File: config.mk
export PLATFORM = sky130hd
export DESIGN_NAME = ugdt_ctrl
export DESIGN_NICKNAME = d
export VERILOG_FILES = /design/src/design/assert_macros.svh /design/src/design/ugdt_pkg.sv /design/src/design/ugdt_ctrl.sv
export SDC_FILE = /design/constraint.sdc
export NUM_CORES = 1
export LEC_CHECK = 0
export BUFFER_PORTS_ARGS = -buffer_cell sky130_fd_sc_hd__buf_2
export CAP_MARGIN = 30
export CORE_AREA = 2 2 39 41
export DETAILED_ROUTE_END_ITERATION = 16
export DIE_AREA = 0 0 41 43
export SYNTH_ARGS = -nofsm -noshare
export SYNTH_HDL_FRONTEND = slang
export SYNTH_SLANG_ARGS = --single-unit
File: constraint.sdc
create_clock -name clk_i -period 1.3 [get_ports clk_i]
set_clock_uncertainty 0.1 [all_clocks]
set_input_delay 0.065 -clock clk_i [delete_from_list [all_inputs] [get_ports clk_i]]
set_output_delay 0.065 -clock clk_i [all_outputs]
set_load 0.03 [all_outputs]
File: src/design/assert_macros.svh
// ----------------------------------------------------------------------------
// assert_macros.svh
// shared concurrent assertion macros for the degree tracker rtl
// ----------------------------------------------------------------------------
`ifndef ASSERT_MACROS_SVH
`define ASSERT_MACROS_SVH

// property must hold at every clock edge outside reset
`define UGDT_ASSERT(lbl, clk, rstn, prop, msg) \
  lbl: assert property (@(posedge clk) disable iff (!rstn) (prop)) else $error(msg);

// condition must never be seen at a clock edge outside reset
`define UGDT_ASSERT_NEVER(lbl, clk, rstn, cond, msg) \
  lbl: assert property (@(posedge clk) disable iff (!rstn) !(cond)) else $error(msg);

`endif

File: src/design/ugdt_pkg.sv
// ----------------------------------------------------------------------------
// ugdt_pkg
// shared types and constants of the graph degree tracker
// ----------------------------------------------------------------------------
`default_nettype none

package ugdt_pkg;

  localparam int unsigned MAX_NODES_DEF = 64;

  localparam int unsigned NODE_W    = 6;  // node field width
  localparam int unsigned DEG_W     = 6;  // degree storage and field width
  localparam int unsigned NC_CFG_W  = 7;  // node_count register width
  localparam int unsigned ISO_OUT_W = 7;  // isolated count field width
  localparam int unsigned STATUS_W  = 2;

  localparam logic [NC_CFG_W-1:0] NODE_COUNT_RST = 7'd64;

  localparam logic [STATUS_W-1:0] STATUS_ADDED  = 2'd0;
  localparam logic [STATUS_W-1:0] STATUS_REJECT = 2'd1;
  localparam logic [STATUS_W-1:0] STATUS_DUP    = 2'd2;

  typedef enum logic [2:0] {
    ST_IDLE,
    ST_CHECK,
    ST_UPD_V,
    ST_SCAN,
    ST_DONE
  } ugdt_state_e;

  // controller to datapath
  typedef struct packed {
    logic load;    // capture request, read row and degree of from node
    logic check;   // classify request
    logic edge_u;  // write row and degree of from node
    logic edge_v;  // write row and degree of to node
    logic scan;    // degree summary sweep
  } ugdt_cmd_t;

  // datapath to controller
  typedef struct packed {
    logic bad;
    logic dup;
    logic scan_done;
  } ugdt_sts_t;

endpackage

`default_nettype wire

File: src/design/ugdt_ctrl.sv
// ----------------------------------------------------------------------------
// ugdt_ctrl
// sequencer for edge insert and degree sweep
// ----------------------------------------------------------------------------
`default_nettype none

module ugdt_ctrl (
  input  wire logic               clk_i,
  input  wire logic               rst_ni,
  input  wire logic               start,
  output logic                    busy,
  output logic                    done_o,
  input  wire ugdt_pkg::ugdt_sts_t sts_i,
  output ugdt_pkg::ugdt_cmd_t     cmd_o
);

  import ugdt_pkg::*;

  ugdt_state_e state_q, state_d;

  always_ff @(posedge clk_i or negedge rst_ni) begin
    if (!rst_ni) begin
      state_q <= ST_IDLE;
    end else begin
      state_q <= state_d;
    end
  end

  // next state
  always_comb begin
    state_d = state_q;
    case (state_q)
      ST_IDLE: begin
        if (start) state_d = ST_CHECK;
      end
      ST_CHECK: begin
        if (sts_i.bad || sts_i.dup) state_d = ST_SCAN;
        else                        state_d = ST_UPD_V;
      end
      ST_UPD_V: state_d = ST_SCAN;
      ST_SCAN: begin
        if (sts_i.scan_done) state_d = ST_DONE;
      end
      ST_DONE: state_d = ST_IDLE;
      default: state_d = ST_IDLE;
    endcase
  end

  // outputs
  always_comb begin
    cmd_o  = '0;
    busy   = 1'b1;
    done_o = 1'b0;
    case (state_q)
      ST_IDLE: begin
        busy       = 1'b0;
        cmd_o.load = start;
      end
      ST_CHECK: begin
        cmd_o.check  = 1'b1;
        cmd_o.edge_u = !sts_i.bad && !sts_i.dup;
      end
      ST_UPD_V: cmd_o.edge_v = 1'b1;
      ST_SCAN:  cmd_o.scan   = 1'b1;
      ST_DONE:  done_o       = 1'b1;
      default:  busy         = 1'b1;
    endcase
  end

endmodule

`default_nettype wire

# Yosys cells after proc, flatten, opt, wreduce, memory -nomap -nowiden
# Index checks and enable logic that the tools add are counted.
word_totals:
  output_inout_bits: 7
  elab_cells: 23
  mem_count: 0
  ram_bits: 0
  latchBits: 0
  rom_bits: 0
  inputBits: 6
  reg_bits: 3
op_classes:
  n_reduce_logical: 6
  bitwise_logic: 0
  n_mux: 10
  div: 0
  order_cmp: 0
  n_shift: 0
  n_eq_ne: 6
  addsub: 0
  n_mul: 0
ops:
  columns: ["op", "n"]
  rows:
  - ["case mux 3 bit (4 select lines)", 1]
  - ["== test 3 x 2 -> 1 bit (second input constant)", 2]
  - ["2-to-1 mux 1 bit", 6]
  - ["2-to-1 mux 3 bit", 2]
  - ["!= test 2 bit (second input constant)", 2]
  - ["== test 3 x 1 -> 1 bit (second input constant)", 1]
  - ["== test 3 bit (second input constant)", 1]
  - ["logical NOT 3 bit", 1]
  - ["logical NOT 1 bit", 2]
  - ["2-to-1 mux 2 bit", 1]
  - ["AND reduction 2 bit", 1]
  - ["logical AND 1 bit", 1]
  - ["logical OR 1 bit", 1]

# Depth between registers and ports, before layout
# Gate-level depths: netlist of the first run.
logic_depth:
  word_depth: 3
  mapped_depth: 3
  mapped_depth_nobuf: 2

# Worst setup path after synthesis of the first run
# OpenSTA, ideal clock, no wires.
synth_timing:
  path_kind: "register -> output"
  startpoint: "register state_q[0]"
  endpoint: "output cmd_o[2] in the netlist's numbering"
  path_buffers: 1
  arrival_time_ps: 2047
  t_required_ps: 1135
  path_stages_with_launch: 4
  slack_ps: -912
  cell_sequence: "dfrtp_1 > buf_4 > nor3b_1 > nor3b_1"
synth_rtl:
  columns: ["item", "line", "source"]
  rows:
  - ["start: declaration", "ugdt_ctrl.sv:19", "ugdt_state_e state_q, state_d;"]
  - ["start signal: assignment", "ugdt_ctrl.sv:25", "state_q <= state_d;"]
  - ["end: declaration", "ugdt_ctrl.sv:14", "output ugdt_pkg::ugdt_cmd_t cmd_o"]

==> impl_metrics.json, run 1 <==
{
  "final_cell_mix": "7 x buf_4, 6 x buf_2, 3 x nor2_1, 3 x clkbuf_4, 3 x buf_6",
  "period_needed_ps": 1450,
  "peakVddDrop_v": 0.000823,
  "p_leak_nw": 0.188,
  "synth_seq_cells": 3,
  "synth_top_family_by_area": "simple AND/OR/NAND/NOR gates",
  "layout-drive-gt1-share": 0.628,
  "dpl_cell_area_um2": 323,
  "power_mw": 1.04,
  "syn_nets": 28,
  "antenna_cells": 0,
  "clk_path_buf_depth": 2,
  "dr.max_layer_used": "met4",
  "drv_cap": 0,
  "die_h_um": 43,
  "syn2layout_area_growth_pct": 111,
  "yosysUniqueCellTypes": 15,
  "groute.usage.overall": 0.0865,
  "dieArea_um2": 1760,
  "htree_levels": 1,
  "p_comb_frac": 0.641,
  "clkPwrFrac": 0.161,
  "initial_core_util": 0.140,
  "ant_nets": 0,
  "worstSetupStartpointType": "register",
  "synth_xor_area_frac": 0,
  "placementRows": 14,
  "gp_congestion": 0.769,
  "intPower_mw": 0.587,
  "io_pins": 13,
  "crit_fanout": 5,
  "grt_max_degree": 7,
  "wl_met1_um": 248,
  "clock_sinks": 3,
  "totalWireLength_um": 572,
  "grt_pass1_wl_um": 876,
  "antenna_found_initial": 0,
  "clkSlewWorstSetupHoldPaths_ps": 40,
  "clk_latency_ps": 240,
  "drt-initial-drc-count": 4,
  "wl_met2_um": 261,
  "grt_setup_unrepaired": "yes",
  "final_area_um2": 409,
  "arrival_ps": 1290,
  "finalNetCount": 50,
  "finalMaxSlewViolations": 0,
  "top_regs": "state_q: 3 flops",
  "largest-register": "state_q",
  "core_um2": 1380,
  "die_x_um": 41,
  "cts_tree": "done",
  "path_cells": "or3_4 -> nor2_4 -> buf_6",
  "ys_seq_area_frac": 0.387,
  "crit_type": "register to output port",
  "sw_frac_of_total": 0.436,
  "nFillCells": 152,
  "crit_slowest_cell": "dfrtp_2",
  "yosys.area_share.simple": 0.432,
  "numCtsBuffers": 3,
  "endpoint_kind": "output port",
  "violations": "setup timing",
  "synth_compound_area_frac": 0.123,
  "drt-wirelength-per-cell_um": 9.69,
  "instances_no_fill": 59,
  "clockRootBuffer": "clkbuf_4",
  "synth_area_per_cell_um2": 8.82,
  "drcViolationCount": 0,
  "hp-class": "primary input to asynchronous set/reset pin",
  "vias": 243,
  "vias_per_cell": 4.12,
  "drt_pass1_iterations": 4,
  "dp_slack_ps": 34.0,
  "crit_path_start": "state_q[1]$_DFFE_PN0P_",
  "max_freq_mhz": 688,
  "setup_violations": 6,
  "cp.required_ps": 1130,
  "wl_met3_um": 43,
  "yosys_warnings": 0,
  "synthMuxAreaShare": 0,
  "p_switching_mw": 0.453,
  "grt_pass1_vias": 218,
  "max-slew-margin-rel": 0.883,
  "dp_cells": 52,
  "worst_pin_slew_ps": 176,
  "synthCells": 22,
  "powerDensity_nw_per_um2": 2540,
  "crit_path_max_incr_delay_ps": 440,
  "hold_violations": 0,
  "status": "finished with violations",
  "synthAdderAreaFrac": 0,
  "pwr-share-seq": 0.199,
  "r2r-start": "state_q[0]$_DFFE_PN0P_",
  "hpwl_um": 423,
  "portBuffers": 12,
  "cp_top_family": "simple AND/OR/NAND/NOR gates",
  "setup_ws_ps": -153,
  "critPathBufInv": 1,
  "grt-ovfl-total": 0,
  "tns_ps": -554,
  "syn_area_um2": 194,
  "period_share": 1.12,
  "final_common_cell": "buf_4",
  "largest_reg_flops": 3
}
-- layer usage --
layer,track usage,vias up
met2,0.103,11
met4,0.120,0
met5,0,-
li1,-,117
met3,0.0471,2
met1,0.0841,113
-- cells by family (layout without fill, tap and decap cells) --
logic type      count (synthesis)  in the layout
simple gates                   14             14
compound gates                  3              3
flops                           3              3
buf+inv                         2             23
-- final timing paths --
kind | end | slack, ps | cells after the start
worst min register to register | state_q[1]$_DFFE_PN0P_ | 560 | 2
max in group asynchronous | state_q[1]$_DFFE_PN0P_ | 920 | 2
min in group clk_i | state_q[0]$_DFFE_PN0P_ | 100 | 3
worst max register to register | state_q[0]$_DFFE_PN0P_ | 40 | 2
worst min-delay path | state_q[0]$_DFFE_PN0P_ | 60 | 2
worst max-delay path | cmd_o[4] | -150 | 3
-- power groups by stage --
stage | clock network, mW | logic [mW] | registers [mW]
3_3_place_gp | 0 | 0.572 | 0.201
5_1_grt | 0.188 | 0.711 | 0.212
6_report | 0.167 | 0.666 | 0.206
2_1_floorplan | 0 | 0.433 | 0.187
3_5_place_dp | 0 | 0.576 | 0.201
4_1_cts | 0.175 | 0.672 | 0.204
-- cell usage after synthesis, drive strengths merged --
cell type,instances,area [um^2]
nor2,4,15.0
dfrtp,3,75.1
nor3b,3,22.5
a31oi,1,6.26
a32o,1,10.0
and2,1,7.51
buf,1,7.51
inv,1,3.75
nand2,1,3.75
nand2b,1,6.26
nor2b,1,6.26
o21bai,1,7.51
or2,1,6.26
or3,1,7.51
or3b,1,8.76
-- final cells by class --
cell class              instances  area [um^2]  area share
multi-input cells              17          146       0.358
repair buffers                 18          136       0.333
flip-flops and latches          3         76.3       0.187
clock buffers                   4         26.3      0.0642
well taps                      16         20.0      0.0489
inverters                       1         3.75     0.00917
-- what timing repair did --
item / CTS / global route
setup endpoints to repair: 6 / 7
pin swaps: 1 / 1
hold endpoints to repair: 5 / 0
setup buffers: 1 / 0
hold buffers: 2 / 0
gates resized for setup: 11 / 0
-- metrics by stage --
stage                util  hold WS (ps)
finish              0.296          58.2
global route        0.296          56.2
CTS                 0.296          63.3
detailed placement  0.233          -233
global placement    0.233          -232
floorplan               -          -331
(Power assumes the default switching activity.)
==> inputs of run 2 (changes only) <==
ABC_AREA = 1   (was not set)
==> impl_metrics.json, run 2 <==
{
  "portBuffers": 12,
  "powerDensity_nw_per_um2": 2550,
  "final_cell_mix": "8 x buf_4, 6 x inv_1, 6 x buf_2",
  "htree_levels": 1,
  "tns_ps": 0,
  "largest_reg_flops": 3,
  "reg2reg_depth": 6,
  "setup_violations": 0,
  "synth.most_common_cell": "inv_1",
  "grt_max_degree": 7,
  "gp_congestion": 0.694,
  "vias": 267,
  "reg2reg_to": "state_q[0]$_DFFE_PN0P_",
  "syn_nets": 36,
  "yosys.area.top_type": "dfrtp_1",
  "syn2layout_area_growth_pct": 104,
  "p_leak_nw": 0.234,
  "yosys.area.top_type_share": 0.355,
  "crit_fanout": 5,
  "dp_cells": 58,
  "initial_core_util": 0.153,
  "drt-initial-drc-count": 0,
  "drt_pass1_iterations": 1,
  "ys_seq_area_frac": 0.355,
  "max_freq_mhz": 774,
  "synthTopCellsByCount": "7 x inv_1, 4 x nand2_1, 4 x nand3_1, 3 x dfrtp_1",
  "antenna_cells": 0,
  "nFillCells": 160,
  "reg2reg_slack_ps": 150,
  "peakVddDrop_v": 0.000583,
  "arrival_ps": 1130,
  "die_x_um": 41,
  "clk_latency_ps": 230,
  "yosys_warnings": 0,
  "core_um2": 1380,
  "ant_nets": 0,
  "antenna_found_initial": 0,
  "max-slew-margin-rel": 0.883,
  "synth_area_per_cell_um2": 7.05,
  "drt-wirelength-per-cell_um": 8.19,
  "grt_pass1_wl_um": 959,
  "hold_violations": 0,
  "largest-register": "state_q",
  "worstSetupStartpointType": "register",
  "io_pins": 13,
  "numCtsBuffers": 3,
  "layout-drive-gt1-share": 0.635,
  "yosys-top-cells-area": "dfrtp_1 36%, inv_1 12%, nand3_1 9.5%, nand2_1 7.1%, nand2_2 5.9%",
  "drcViolationCount": 0,
  "clockRootBuffer": "clkbuf_4",
  "dieArea_um2": 1760,
  "hp-class": "primary input to asynchronous set/reset pin",
  "crit_type": "register to output port",
  "period_share": 0.994,
  "grt_setup_unrepaired": "yes",
  "syn_area_um2": 211,
  "top_regs": "state_q: 3 flops",
  "clk_path_buf_depth": 2,
  "cts_tree": "done",
  "drv_cap": 0,
  "hpwl_um": 417,
  "groute.usage.overall": 0.0864,
  "cp.required_ps": 1130,
  "totalWireLength_um": 557,
  "yosysUniqueCellTypes": 13,
  "die_h_um": 43,
  "grt-ovfl-total": 0,
  "final_common_cell": "buf_4",
  "worst_pin_slew_ps": 176,
  "grt_pass1_vias": 256,
  "placementRows": 14,
  "period_needed_ps": 1290,
  "clkSlewWorstSetupHoldPaths_ps": 40,
  "endpoint_kind": "output port",
  "async_reset_ff_frac": 1.00,
  "status": "finished clean",
  "r2r-start": "state_q[2]$_DFFE_PN0P_",
  "synth_edf_count": 0,
  "finalMaxSlewViolations": 0,
  "post-route-util": 0.311,
  "synth_flop_cell": "dfrtp_1",
  "instances_no_fill": 68,
  "synthCells": 30,
  "clock_sinks": 3,
  "vias_per_cell": 3.93,
  "synth_seq_cells": 3,
  "whs_ps": 51.3,
  "finalNetCount": 59
}
## run 2: worst max-delay path, cell delays in order, from the launching register on
cell,delay (ps)
dfrtp_2,440
inv_2,90
nand3_4,80
nor3_2,100
buf_4,170
## run 2: metrics by stage
stage | power, mW | setup WS [ps] | area (um^2)
floorplan | 0.607 | 17.0 | 224
global placement | 0.728 | 167 | 304
detailed placement | 0.737 | 140 | 304
CTS | 1.06 | 0.493 | 414
global route | 1.19 | -50.9 | 430
finish | 1.10 | 7.81 | 430
## run 2: power breakdown
group | switching (mW) | total (mW) | leakage (nW) | internal (mW)
sequential | 0.0849 | 0.229 | 0.0348 | 0.144
combinational | 0.412 | 0.703 | 0.184 | 0.291
clock | 0.0497 | 0.165 | 0.0150 | 0.115
## run 2: kinds of logic (layout without fill, tap and decap cells)
kind of cell | count (synthesis) | after routing | share of synthesized area
simple gates | 16 | 16 | 0.408
buf+inv | 9 | 31 | 0.160
flops | 3 | 3 | 0.355
compound gates | 2 | 2 | 0.0769
## run 2: final cells by class
cell class | count | area, um^2 | area share
well taps | 16 | 20.0 | 0.0465
flip-flops and latches | 3 | 77.6 | 0.180
inverters | 9 | 36.3 | 0.0843
clock buffers | 4 | 26.3 | 0.0610
repair buffers | 18 | 133 | 0.308
multi-input cells | 18 | 138 | 0.320
## run 2: how the worst max path moves through the flow
stage / start / to / slack (ps) / cells past startpoint
3_3_place_gp: state_q[2]$_DFFE_PN0P_ / cmd_o[2] / 170 / 4
5_1_grt: state_q[1]$_DFFE_PN0P_ / cmd_o[2] / -50 / 4
4_1_cts: state_q[1]$_DFFE_PN0P_ / cmd_o[2] / 0.5 / 4
3_5_place_dp: state_q[2]$_DFFE_PN0P_ / cmd_o[2] / 140 / 4
6_report: state_q[1]$_DFFE_PN0P_ / cmd_o[2] / 8 / 4
2_1_floorplan: state_q[1]$_DFFE_PN0P_ / done_o / 20 / 1
## run 2: repair_timing
action	in CTS	in global routing
endpoints found under the hold margin	4	0
gates resized for setup	11	9
buffers inserted	4	0
pin swaps	1	1
hold buffers	2	0
setup endpoints to repair	4	6
## run 2: routing by layer
metal,part of all wire,global-route usage
met1,0.33,0.0710
met2,0.58,0.134
met3,0.077,0.0471
met4,0.0072,0.0800
met5,0,0
